File: src/rtl/tgr_pkg.sv
// Shared types, constants and the microcode ROM for the text glyph renderer.
// No dependencies; imported by every module of the block except tgr_ram.
package tgr_pkg;

   localparam int DEF_GLYPH_WIDTH  = 8;
   localparam int DEF_GLYPH_HEIGHT = 16;
   localparam int DEF_GLYPH_COUNT  = 96;

   localparam logic [7:0] CHAR_FIRST   = 8'h20;
   localparam logic [7:0] CHAR_NEWLINE = 8'h0A;
   localparam logic [7:0] CHAR_TAB     = 8'h09;
   localparam int         TAB_SPACES   = 4;

   localparam int CSR_DATA_W = 24;
   localparam int CSR_IDX_W  = 2;

   localparam logic [CSR_IDX_W-1:0] CSR_FORE  = 2'd0;
   localparam logic [CSR_IDX_W-1:0] CSR_BACK  = 2'd1;
   localparam logic [CSR_IDX_W-1:0] CSR_WIDTH = 2'd2;

   localparam logic [23:0] FORE_RESET  = 24'hFFFFFF;
   localparam logic [23:0] BACK_RESET  = 24'h000000;
   localparam logic [11:0] WIDTH_RESET = 12'd1024;

   typedef struct packed {
      logic        op;
      logic [7:0]  char_code;
      logic [10:0] font_address;
      logic [7:0]  font_byte;
   } req_data_type;

   typedef struct packed {
      logic [12:0] pixel_x;
      logic [15:0] pixel_y;
      logic [7:0]  row_bits;
      logic [23:0] fg_color;
      logic [23:0] bg_color;
      logic        last;
   } rsp_data_type;

   typedef enum logic [1:0] {
      CLS_NONE,
      CLS_WRITE,
      CLS_NEWLINE,
      CLS_GLYPH
   } item_class_type;

   typedef enum logic [2:0] {
      UOP_NOP,
      UOP_FONT_WR,
      UOP_NEWLINE,
      UOP_ROW,
      UOP_ADVANCE
   } uop_type;

   typedef enum logic [1:0] {
      COND_GOTO,
      COND_REQ,
      COND_ROW_MORE,
      COND_REP_MORE
   } cond_type;

   typedef logic [2:0] step_type;

   localparam step_type STEP_WAIT    = 3'd0;
   localparam step_type STEP_WRITE   = 3'd1;
   localparam step_type STEP_NEWLINE = 3'd2;
   localparam step_type STEP_ROW     = 3'd3;
   localparam step_type STEP_ADVANCE = 3'd4;

   typedef struct packed {
      uop_type  op;
      cond_type cond;
      step_type jmp_t;
      step_type jmp_f;
   } ucode_type;

   typedef struct packed {
      logic    accept;
      uop_type op;
   } seq_ctrl_type;

   typedef struct packed {
      item_class_type cls;
      logic           row_final;
      logic           rep_more;
      logic           slot_free;
   } dp_status_type;

   function automatic ucode_type ucode_rom(input step_type step);
      ucode_type cw;
      case (step)
         STEP_WAIT:    cw = '{UOP_NOP,     COND_REQ,      STEP_WAIT, STEP_WAIT};
         STEP_WRITE:   cw = '{UOP_FONT_WR, COND_GOTO,     STEP_WAIT, STEP_WAIT};
         STEP_NEWLINE: cw = '{UOP_NEWLINE, COND_GOTO,     STEP_WAIT, STEP_WAIT};
         STEP_ROW:     cw = '{UOP_ROW,     COND_ROW_MORE, STEP_ROW,  STEP_ADVANCE};
         STEP_ADVANCE: cw = '{UOP_ADVANCE, COND_REP_MORE, STEP_ROW,  STEP_WAIT};
         default:      cw = '{UOP_NOP,     COND_GOTO,     STEP_WAIT, STEP_WAIT};
      endcase
      return cw;
   endfunction

   function automatic logic [15:0] sat_row(input logic [16:0] sum);
      return sum[16] ? 16'hFFFF : sum[15:0];
   endfunction

endpackage

File: src/rtl/tgr_sequencer.sv
// Microcode sequencer: step counter, control ROM lookup, item dispatch and jumps.
// Depends on tgr_pkg.
module tgr_sequencer import tgr_pkg::*; (
   input  logic          clock,
   input  logic          reset,
   input  logic          req_valid,
   output logic          req_stall,
   input  dp_status_type status,
   output seq_ctrl_type  ctrl
);

   step_type  pc_ff;
   step_type  pc_in;
   ucode_type cw;
   logic      taken;
   logic      hold;
   step_type  target;
   step_type  dispatch;

   always_ff @(posedge clock) begin
      if (reset) begin
         pc_ff <= STEP_WAIT;
      end else begin
         pc_ff <= pc_in;
      end
   end

   always_comb begin
      cw   = ucode_rom(pc_ff);
      hold = (cw.op == UOP_ROW) && !status.slot_free;

      case (status.cls)
         CLS_WRITE:   dispatch = STEP_WRITE;
         CLS_NEWLINE: dispatch = STEP_NEWLINE;
         CLS_GLYPH:   dispatch = STEP_ROW;
         default:     dispatch = STEP_WAIT;
      endcase

      case (cw.cond)
         COND_GOTO:     taken = 1'b1;
         COND_REQ:      taken = req_valid;
         COND_ROW_MORE: taken = !status.row_final;
         COND_REP_MORE: taken = status.rep_more;
         default:       taken = 1'b0;
      endcase

      if (cw.cond == COND_REQ && taken) begin
         target = dispatch;
      end else if (taken) begin
         target = cw.jmp_t;
      end else begin
         target = cw.jmp_f;
      end

      pc_in       = hold ? pc_ff : target;
      req_stall   = (cw.cond != COND_REQ);
      ctrl.accept = (cw.cond == COND_REQ) && req_valid;
      ctrl.op     = hold ? UOP_NOP : cw.op;
   end

endmodule

File: config.mk
export PLATFORM = sky130hd
export DESIGN_NAME = tgr_sequencer
export DESIGN_NICKNAME = d
export VERILOG_FILES = /design/src/rtl/tgr_pkg.sv /design/src/rtl/tgr_sequencer.sv
export SDC_FILE = /design/constraint.sdc
export NUM_CORES = 1
export LEC_CHECK = 0
export ABC_AREA = 1
export BUFFER_PORTS_ARGS = -buffer_cell sky130_fd_sc_hd__buf_2
export CAP_MARGIN = 20
export CORE_AREA = 2 2 39 41
export CTS_CLUSTER_SIZE = 12
export DETAILED_ROUTE_END_ITERATION = 7
export DIE_AREA = 0 0 41 43
export PLACE_DENSITY = 0.43
export SLEW_MARGIN = 10
export SYNTH_ARGS = -nofsm -noshare
export SYNTH_HDL_FRONTEND = slang
export SYNTH_SLANG_ARGS = --single-unit
File: constraint.sdc
create_clock -name clock -period 0.8 [get_ports clock]
set_input_delay 0.04 -clock clock [delete_from_list [all_inputs] [get_ports clock]]
set_output_delay 0.04 -clock clock [all_outputs]
set_load 0.01 [all_outputs]
==> results of run 1 <==
[worst paths after layout]
kind | to | cells after the start
min | pc_ff[1] | 4
max | ctrl[0] | 6
min reg2reg | pc_ff[2] | 3
max reg2reg | pc_ff[1] | 6
[power breakdown]
part           switching [mW]  leakage, nW  internal [mW]
registers             0.00811       0.0264          0.152
logic                  0.0579        0.224         0.0729
clock network          0.0730       0.0150          0.187
[tightest hold or removal path: stages]
cell and delay [ns]:
buf_2 0.07, inv_1 0.04, nand2_1 0.06, inv_1 0.03
[final cells by class]
cell class / count / share of cell area
timing repair buffer: 19 / 0.304
sequential: 3 / 0.158
clock buffer: 4 / 0.0602
inverter: 8 / 0.0688
multi-input combinational: 22 / 0.364
tap: 16 / 0.0458
[timing repair]
action                                  CTS  global route
resized for setup                        16             7
buffers inserted                          4             0
cloned                                    0             0
endpoints found under the setup margin    8             8
pin swaps                                 4             6
[cells in the mapped netlist]
library cell | n | share of area
dfxtp_1 | 3 | 0.31
inv_1 | 8 | 0.15
nand2_1 | 8 | 0.15
nand3_1 | 4 | 0.10
nand4_1 | 4 | 0.13
nor2_1 | 3 | 0.058
nor2_2 | 2 | 0.065
nor3_1 | 1 | 0.026
[through the flow]
step / hold WS, ns / instances
3_5_place_dp: 0.307 / 64
5_1_grt: 0.0728 / 72
6_report: 0.0618 / 72
3_3_place_gp: 0.309 / 64
4_1_cts: 0.0532 / 72
2_1_floorplan: 0.183 / 33
[kinds of logic after synthesis]
logic type,count (synthesis)
AND/OR/NAND/NOR,22
buffers and inverters,8
flip-flops,3
[cells in the final DEF (no fill, tap or decap)]
cell type	count
buf_2	10
inv_1	5
buf_4	5
nand2_1	4
nand4_1	4
buf_6	4
inv_2	3
nand3_2	3
clkbuf_4	3
nor2_4	2
nand2_2	2
nand2_4	2
nor2_2	2
dfxtp_4	2
nor3_2	1
nand3_1	1
nor2_1	1
clkbuf_1	1
dfxtp_2	1
[routing by layer]
metal  vias up  global-route usage
li1        151                   -
met1       122              0.0836
met2        10               0.131
met3         0              0.0314
met4         0              0.0600
met5         -                   0
==> results.toml, run 1 <==
[power]
power_density_mw_per_mm2 = 1260
ir_drop_mv = 0.417
p_leak_nw = 0.265
power.total_mw = 0.551

[cts]
htree_levels = 1
clockBufferDepth = 2
cts_buffers = 3
clock_sinks = 3
cts_tree = "yes"
cts_hold_buf = 0
clkTransAtPathRegs_ns = 0.04
cts-root-buf = "clkbuf_4"
clkLatencyLatePin_ns = 0.23

[synthesis]
synth.yosys.seq_area_share = 0.310
synth.avg_cell_area_um2 = 5.88
synth.distinct_cells = 8
synth_compound_area_frac = 0
yosys.area_share.xor_xnor = 0
synthesis.area_um2 = 194
synth-simple-area-share = 0.535
synth_nets = 41
synth_warnings = 0
ys_ff_latch = 3
synth_adder_area_share = 0
synthCells = 33
synthMuxAreaShare = 0
synth_top_family_by_area = "simple AND/OR/NAND/NOR gates"

[global_routing]
antenna_found_initial = 0
groute.usage.overall = 0.0833
grt_start_max_net_pins = 8
grt_pass1_wl_um = 966
grt_pass1_vias = 277
grt_overflow_total = 0

[hold_path]
worstHoldPathType = "input port to register"
min_from = "reset"

[sta]
slew_viol_final = 0
rsz0062_at_grt = "yes"
max_freq_mhz = 941
tns_ns = -1.77
post-route-period-util = 1.33
tightest_slew_ns = 0.142
period_minus_slack_ns = 1.06
maxSlewHeadroom = 0.905
finalClockSkew_ns = 0.00118
hold_viol = 0
setup_ws_ns = -0.262
setup_viol = 8

[setup_path]
crit-reg2reg-launch = "pc_ff[1]"
crit_slowest_cell = "dfxtp_4"
critical-path-max-stage-delay_ns = 0.37
startpoint_type = "register"
crit_buf_inv = 2
end_kind = "output port"
critical_path_required_ns = 0.76
crit_fanout = 3
r2r_slack_ns = -0.19
critical_path.startpoint = "pc_ff[0]"
arrival_ns = 1.02
critPathKind = "register to output port"
crit_family = "flip-flops"
crit_chain = "nand2_4 -> nor2_4 -> nand2_2 -> inv_2 -> nor2_2 -> buf_2"

[detailed_routing]
dr_total_vias = 283
top_layer = "met3"
wl_met3_um = 40
drc = 0
firstDrtPassIters = 2
drtIter0Drc = 1
wl_per_cell_um = 8.10
routed_wirelength_um = 583
wl_met1_um = 246
via_per_inst = 3.93
met2_length_um = 295
ant_nets = 0

[die]
initial_core_util = 0.140
fp.dieW_um = 41
core-area_mm2 = 0.00138
io_pins = 13
row_count = 14
die_y_um = 43
dieArea_mm2 = 0.00176

[final_layout]
largest_reg_flops = 3
design_area_um2 = 437
fin_nets = 65
final.fill_count = 165
largest_register = "pc_ff"
final_core_util = 0.316
antenna_cells = 0
syn_to_final_growth_pct = 125
multi_input_comb_area_um2 = 159
drive_above_1_share = 0.714
seqCellArea_um2 = 68.8
reg_top3 = "pc_ff x3"

[status]
violations = "setup timing"
status = "finished, violations left"

[placement]
gp_congestion = 0.702
place.port_buffers = 12
hpwl_um = 423
dpl-instance-area_um2 = 304
place_ws_ns = -0.154

[run]
cap_violations = 0
(Power assumes the default switching activity.)
==> run 2: changes to the inputs <==
--- a/config.mk
+++ b/config.mk
@@ -13,6 +13,7 @@
 export DETAILED_ROUTE_END_ITERATION = 7
 export DIE_AREA = 0 0 41 43
 export PLACE_DENSITY = 0.43
+export REMOVE_ABC_BUFFERS = 1
 export SLEW_MARGIN = 10
 export SYNTH_ARGS = -nofsm -noshare
 export SYNTH_HDL_FRONTEND = slang
==> run 2 against run 1 <==
Compared with the run above:
- clock skew up 0.0023 ns
- global-route usage is 0.19 points higher
- clock power barely moved
- final area decreased by 4.0%
- sequential cell count stayed put
- non-clock buffer count fell by 1
- sequential power is essentially flat
- the run still ends with setup timing left
- core utilization fell by 1.3 points
- die area unchanged
- count of clock-buffer cells in the layout unchanged
- total power decreased by 0.82%
- first-iteration DRC count rose to 5.0 times the previous value
==> results.toml, run 2 (synthesized netlist as in run 1, its figures left out) <==
[global_routing]
grt_start_max_net_pins = 8
antenna_found_initial = 0
groute.usage.overall = 0.0853
grt_pass1_wl_um = 938
grt_overflow_total = 0
grt_pass1_vias = 252

[sta]
finalClockSkew_ns = 0.00345
max_freq_mhz = 924
maxSlewHeadroom = 0.903
setup_viol = 8
setup_ws_ns = -0.282
post-route-period-util = 1.35
period_minus_slack_ns = 1.08
hold_viol = 0
slew_viol_final = 0
rsz0062_at_grt = "yes"
tightest_slew_ns = 0.145

[power]
p_int_mw = 0.408
p_leak_nw = 0.256
seqPwrFrac = 0.295
sw_frac_of_total = 0.253
pwr-share-clk = 0.477
p_sw_mw = 0.138
power.total_mw = 0.546
ir_drop_mv = 0.352
share_comb_of_total_power = 0.227
power_density_mw_per_mm2 = 1300

[status]
status = "finished, violations left"
violations = "setup timing"

[die]
core-area_mm2 = 0.00138
dieArea_mm2 = 0.00176
io_pins = 13
fp.dieW_um = 41
initial_core_util = 0.140
die_y_um = 43
row_count = 14

[placement]
place.port_buffers = 12
gp_congestion = 0.606

[final_layout]
reg_top3 = "pc_ff x3"
largest_register = "pc_ff"
drive_above_1_share = 0.673
final_common_cell = "buf_2"
syn_to_final_growth_pct = 116
largest_reg_flops = 3
fin_nets = 64
layout_common_cells = "buf_2, inv_1, nand2_1, nand4_1, buf_6"
final.fill_count = 162
final_core_util = 0.303
antenna_cells = 0

[setup_path]
startpoint_type = "register"
critPathKind = "register to output port"
crit-reg2reg-launch = "pc_ff[0]"
end_kind = "output port"
r2r_cells = 7
r2r_slack_ns = -0.17
critical_path_required_ns = 0.76
arrival_ns = 1.04
crit_fanout = 3
r2r_end = "pc_ff[0]"

[run]
cap_violations = 0

[hold_path]
holdPathEnd = "pc_ff[2]"
holdPathStages = 3
min_from = "status[0]"
worstHoldPathType = "input port to register"

[cts]
clockBufferDepth = 2
cts-root-buf = "clkbuf_4"
cts_hold_buf = 0
cts_buffers = 3
htree_levels = 1
clock_sinks = 3
clkTransAtPathRegs_ns = 0.04
cts_tree = "yes"
clkLatencyLatePin_ns = 0.23

[detailed_routing]
dr_total_vias = 285
ant_nets = 0
firstDrtPassIters = 2
via_per_inst = 4.01
drc = 0
drtIter0Drc = 5
routed_wirelength_um = 598
wl_per_cell_um = 8.42
==> run 2: cell count changes in the layout (fill, tap and decap cells not counted), sizes merged <==
cell | before | now
buf | 19 | 18
==> run 2: worst max-delay path, stage by stage, from the launching register on <==
cell and delay, ns:
dfxtp_4 0.37, nand2_4 0.05, nor2_4 0.09, nand2_2 0.08, inv_2 0.06, nor2_1 0.03
buf_2 0.12
==> run 2: how the worst max path moves through the flow <==
stage / from / end / slack, ns / cells after the start
2_1_floorplan: pc_ff[0] / pc_ff[0] / -0.04 / 6
3_3_place_gp: pc_ff[1] / pc_ff[1] / -0.14 / 5
3_5_place_dp: pc_ff[0] / ctrl[0] / -0.17 / 6
4_1_cts: pc_ff[0] / ctrl[0] / -0.35 / 6
5_1_grt: pc_ff[0] / ctrl[1] / -0.36 / 6
6_report: pc_ff[0] / ctrl[1] / -0.28 / 6
==> run 2: repair_timing <==
item	4_1_cts	5_1_grt
buffers inserted	2	1
endpoints found under the setup margin	8	8
resized for setup	9	14
pin swaps	9	6
endpoints found under the hold margin	0	0
==> run 2: per-layer routing <==
layer	vias up	share of wire	GRT usage
met1	126	0.41	0.0962
met5	-	0	0
met2	9	0.51	0.116
met4	0	0	0.100
li1	150	-	-
met3	0	0.082	0.0157
==> run 2: layout make-up <==
cell class	count	area, µm²	share of cell area
Sequential cell	3	68.8	0.164
Inverter	8	30.0	0.0716
Multi-Input combinational cell	22	151	0.361
Timing Repair Buffer	18	123	0.293
Tap cell	16	20.0	0.0478
Clock buffer	4	26.3	0.0627
==> run 2: through the flow <==
step / area (µm²) / TNS (ns) / std cells / setup slack, ns / hold slack [ns]
CTS: 362 / -2.00 / 70 / -0.352 / 0.0439
detailed placement: 304 / -0.826 / 65 / -0.169 / 0.312
global placement: 304 / -0.790 / 65 / -0.143 / 0.307
global route: 419 / -2.34 / 71 / -0.357 / 0.0406
floorplan: 194 / -0.115 / 33 / -0.0397 / 0.183
finish: 419 / -1.81 / 71 / -0.282 / 0.0551
==> run 2: power groups by stage <==
stage               clock network, mW  registers [mW]  logic (mW)
floorplan                           0           0.162      0.0401
CTS                             0.278           0.160      0.0972
global route                    0.305           0.162       0.138
detailed placement                  0           0.163      0.0906
finish                          0.261           0.161       0.124
global placement                    0           0.162      0.0909
==> run 3: changes to the inputs <==
--- a/config.mk
+++ b/config.mk
@@ -12,7 +12,8 @@
 export CTS_CLUSTER_SIZE = 12
 export DETAILED_ROUTE_END_ITERATION = 7
 export DIE_AREA = 0 0 41 43
-export PLACE_DENSITY = 0.43
+export GPL_TIMING_DRIVEN = 0
+export PLACE_DENSITY = 0.41
 export REMOVE_ABC_BUFFERS = 1
 export SLEW_MARGIN = 10
 export SYNTH_ARGS = -nofsm -noshare
==> constraint.sdc (replaced) <==
create_clock -name clock -period 1.3 [get_ports clock]
set_input_delay 0.065 -clock clock [delete_from_list [all_inputs] [get_ports clock]]
set_output_delay 0.065 -clock clock [all_outputs]
set_load 0.01 [all_outputs]
==> run 3 against run 2 <==
Compared with the run above:
- the run now ends clean
- worst setup slack better by 0.40 ns
- first-iteration DRC count decreased by 40%
- largest cell class unchanged
- sequential cell count is the same
- sequential power shrank 38%
- final area down 28%
==> results.toml, run 3 (synthesized netlist as in run 1, its figures left out) <==
[setup_path]
crit_fanout = 4
startpoint_type = "register"
crit-reg2reg-launch = "pc_ff[1]"
arrival_ns = 1.11
r2r_end = "pc_ff[1]"
r2r_slack_ns = 0.38
critPathKind = "register to output port"
end_kind = "output port"
r2r_cells = 5
critical_path_required_ns = 1.24

[cts]
cts_buffers = 3
cts_resized = 0
cts_setup_buffers = 0
clkLatencyLatePin_ns = 0.23
cts_tree = "yes"
cts_hold_buf = 0
clock_sinks = 3
htree_levels = 1
clockBufferDepth = 2
clkTransAtPathRegs_ns = 0.04
cts-root-buf = "clkbuf_4"

[sta]
tightest_slew_ns = 0.182
slew_viol_final = 0
tns_ns = 0
max_freq_mhz = 848
post-route-period-util = 0.907
rsz0062_at_grt = "no"
setup_viol = 0
finalClockSkew_ns = 0.000973
hold_viol = 0
period_minus_slack_ns = 1.18
maxSlewHeadroom = 0.878

[hold_path]
min_from = "reset"
holdPathStages = 4
worstHoldPathType = "input port to register"
holdPathEnd = "pc_ff[0]"

[die]
initial_core_util = 0.140
dieArea_mm2 = 0.00176
fp.dieW_um = 41
io_pins = 13
core-area_mm2 = 0.00138
row_count = 14
die_y_um = 43

[final_layout]
drive_above_1_share = 0.388
layout_common_cells = "buf_2, inv_1, nand2_1"
multi_input_comb_area_um2 = 104
syn_to_final_growth_pct = 56.1
seqCellArea_um2 = 62.6
reg_top3 = "pc_ff x3"
antenna_cells = 0
fin_cells = 65
final_common_cell = "buf_2"
design_area_um2 = 303
largest_reg_flops = 3
final.fill_count = 166
largest_register = "pc_ff"
fin_nets = 58

[placement]
placed_cells = 61
place.port_buffers = 12
gp_congestion = 0.612
dpl-instance-area_um2 = 274

[power]
p_leak_nw = 0.192
ir_drop_mv = 0.323
power_density_mw_per_mm2 = 1020

[status]
status = "completed"

[detailed_routing]
routed_wirelength_um = 478
drc = 0
wl_per_cell_um = 7.35
via_per_inst = 3.86
drtIter0Drc = 3
firstDrtPassIters = 4
dr_total_vias = 251
ant_nets = 0

[run]
cap_violations = 0

[global_routing]
met1_usage = 0.0641
top_usage_layer = "met2"
use_met2 = 0.0719
grt_overflow_total = 0
grt_pass1_vias = 185
grt_pass1_wl_um = 627
globalRouteMet3Util = 0.0314
groute.usage.overall = 0.0582
grt_start_max_net_pins = 8
antenna_found_initial = 0
-- run 3: changes by cell type in the layout (fill, tap and decap cells not counted), moves of 3 or more --
| cell | before | now |
|---|---|---|
| buf_4 | 3 | 0 |
| nand3_1 | 1 | 4 |
| nand2_2 | 3 | 0 |
| buf_6 | 4 | 0 |
| nand2_1 | 4 | 8 |
| nand3_2 | 3 | 0 |
-- run 3: how the worst max path moves through the flow --
stage	startpoint	end	slack, ns	cells past startpoint
3_5_place_dp	pc_ff[0]	ctrl[0]	0.29	6
5_1_grt	pc_ff[0]	ctrl[0]	0.03	6
4_1_cts	pc_ff[0]	ctrl[1]	0.03	6
2_1_floorplan	pc_ff[0]	pc_ff[0]	0.46	6
6_report	pc_ff[0]	ctrl[1]	0.12	6
3_3_place_gp	pc_ff[0]	ctrl[1]	0.29	6
-- run 3: power breakdown --
part	switching [mW]	total [mW]	internal, mW	leakage (nW)
clock	0.0476	0.163	0.115	0.0150
combinational	0.0240	0.0458	0.0218	0.152
sequential	0.00324	0.0996	0.0963	0.0253
-- run 3: final cells by class --
type                            instances  share of cell area
Multi-Input combinational cell         22               0.343
Sequential cell                         3               0.207
Timing Repair Buffer                   12               0.198
Inverter                                8              0.0992
Clock buffer                            4              0.0868
Tap cell                               16              0.0661
-- run 3: critical path: stages (launching register included) --
cell and delay (ns):
dfxtp_2 0.35, nand2_1 0.07, nor2_2 0.12, nand2_1 0.11, inv_1 0.08, nor2_1 0.04
buf_2 0.12
-- run 3: stage by stage --
| stage | utilization | power, mW | setup slack [ns] | hold WS [ns] |
|---|---|---|---|---|
| finish | 0.219 | 0.308 | 0.121 | 0.0884 |
| detailed placement | 0.198 | 0.147 | 0.291 | 0.338 |
| floorplan | - | 0.124 | 0.460 | 0.208 |
| global route | 0.219 | 0.331 | 0.0275 | 0.0933 |
| CTS | 0.217 | 0.320 | 0.0325 | 0.0867 |
| global placement | 0.198 | 0.147 | 0.287 | 0.336 |
-- run 3: metal layers --
metal / up-vias / part of all wire / routed length (µm)
met5: - / 0 / 0
met4: 0 / 0 / 0
met3: 0 / 0.075 / 36
met2: 8 / 0.44 / 210
met1: 106 / 0.48 / 231
li1: 137 / - / -
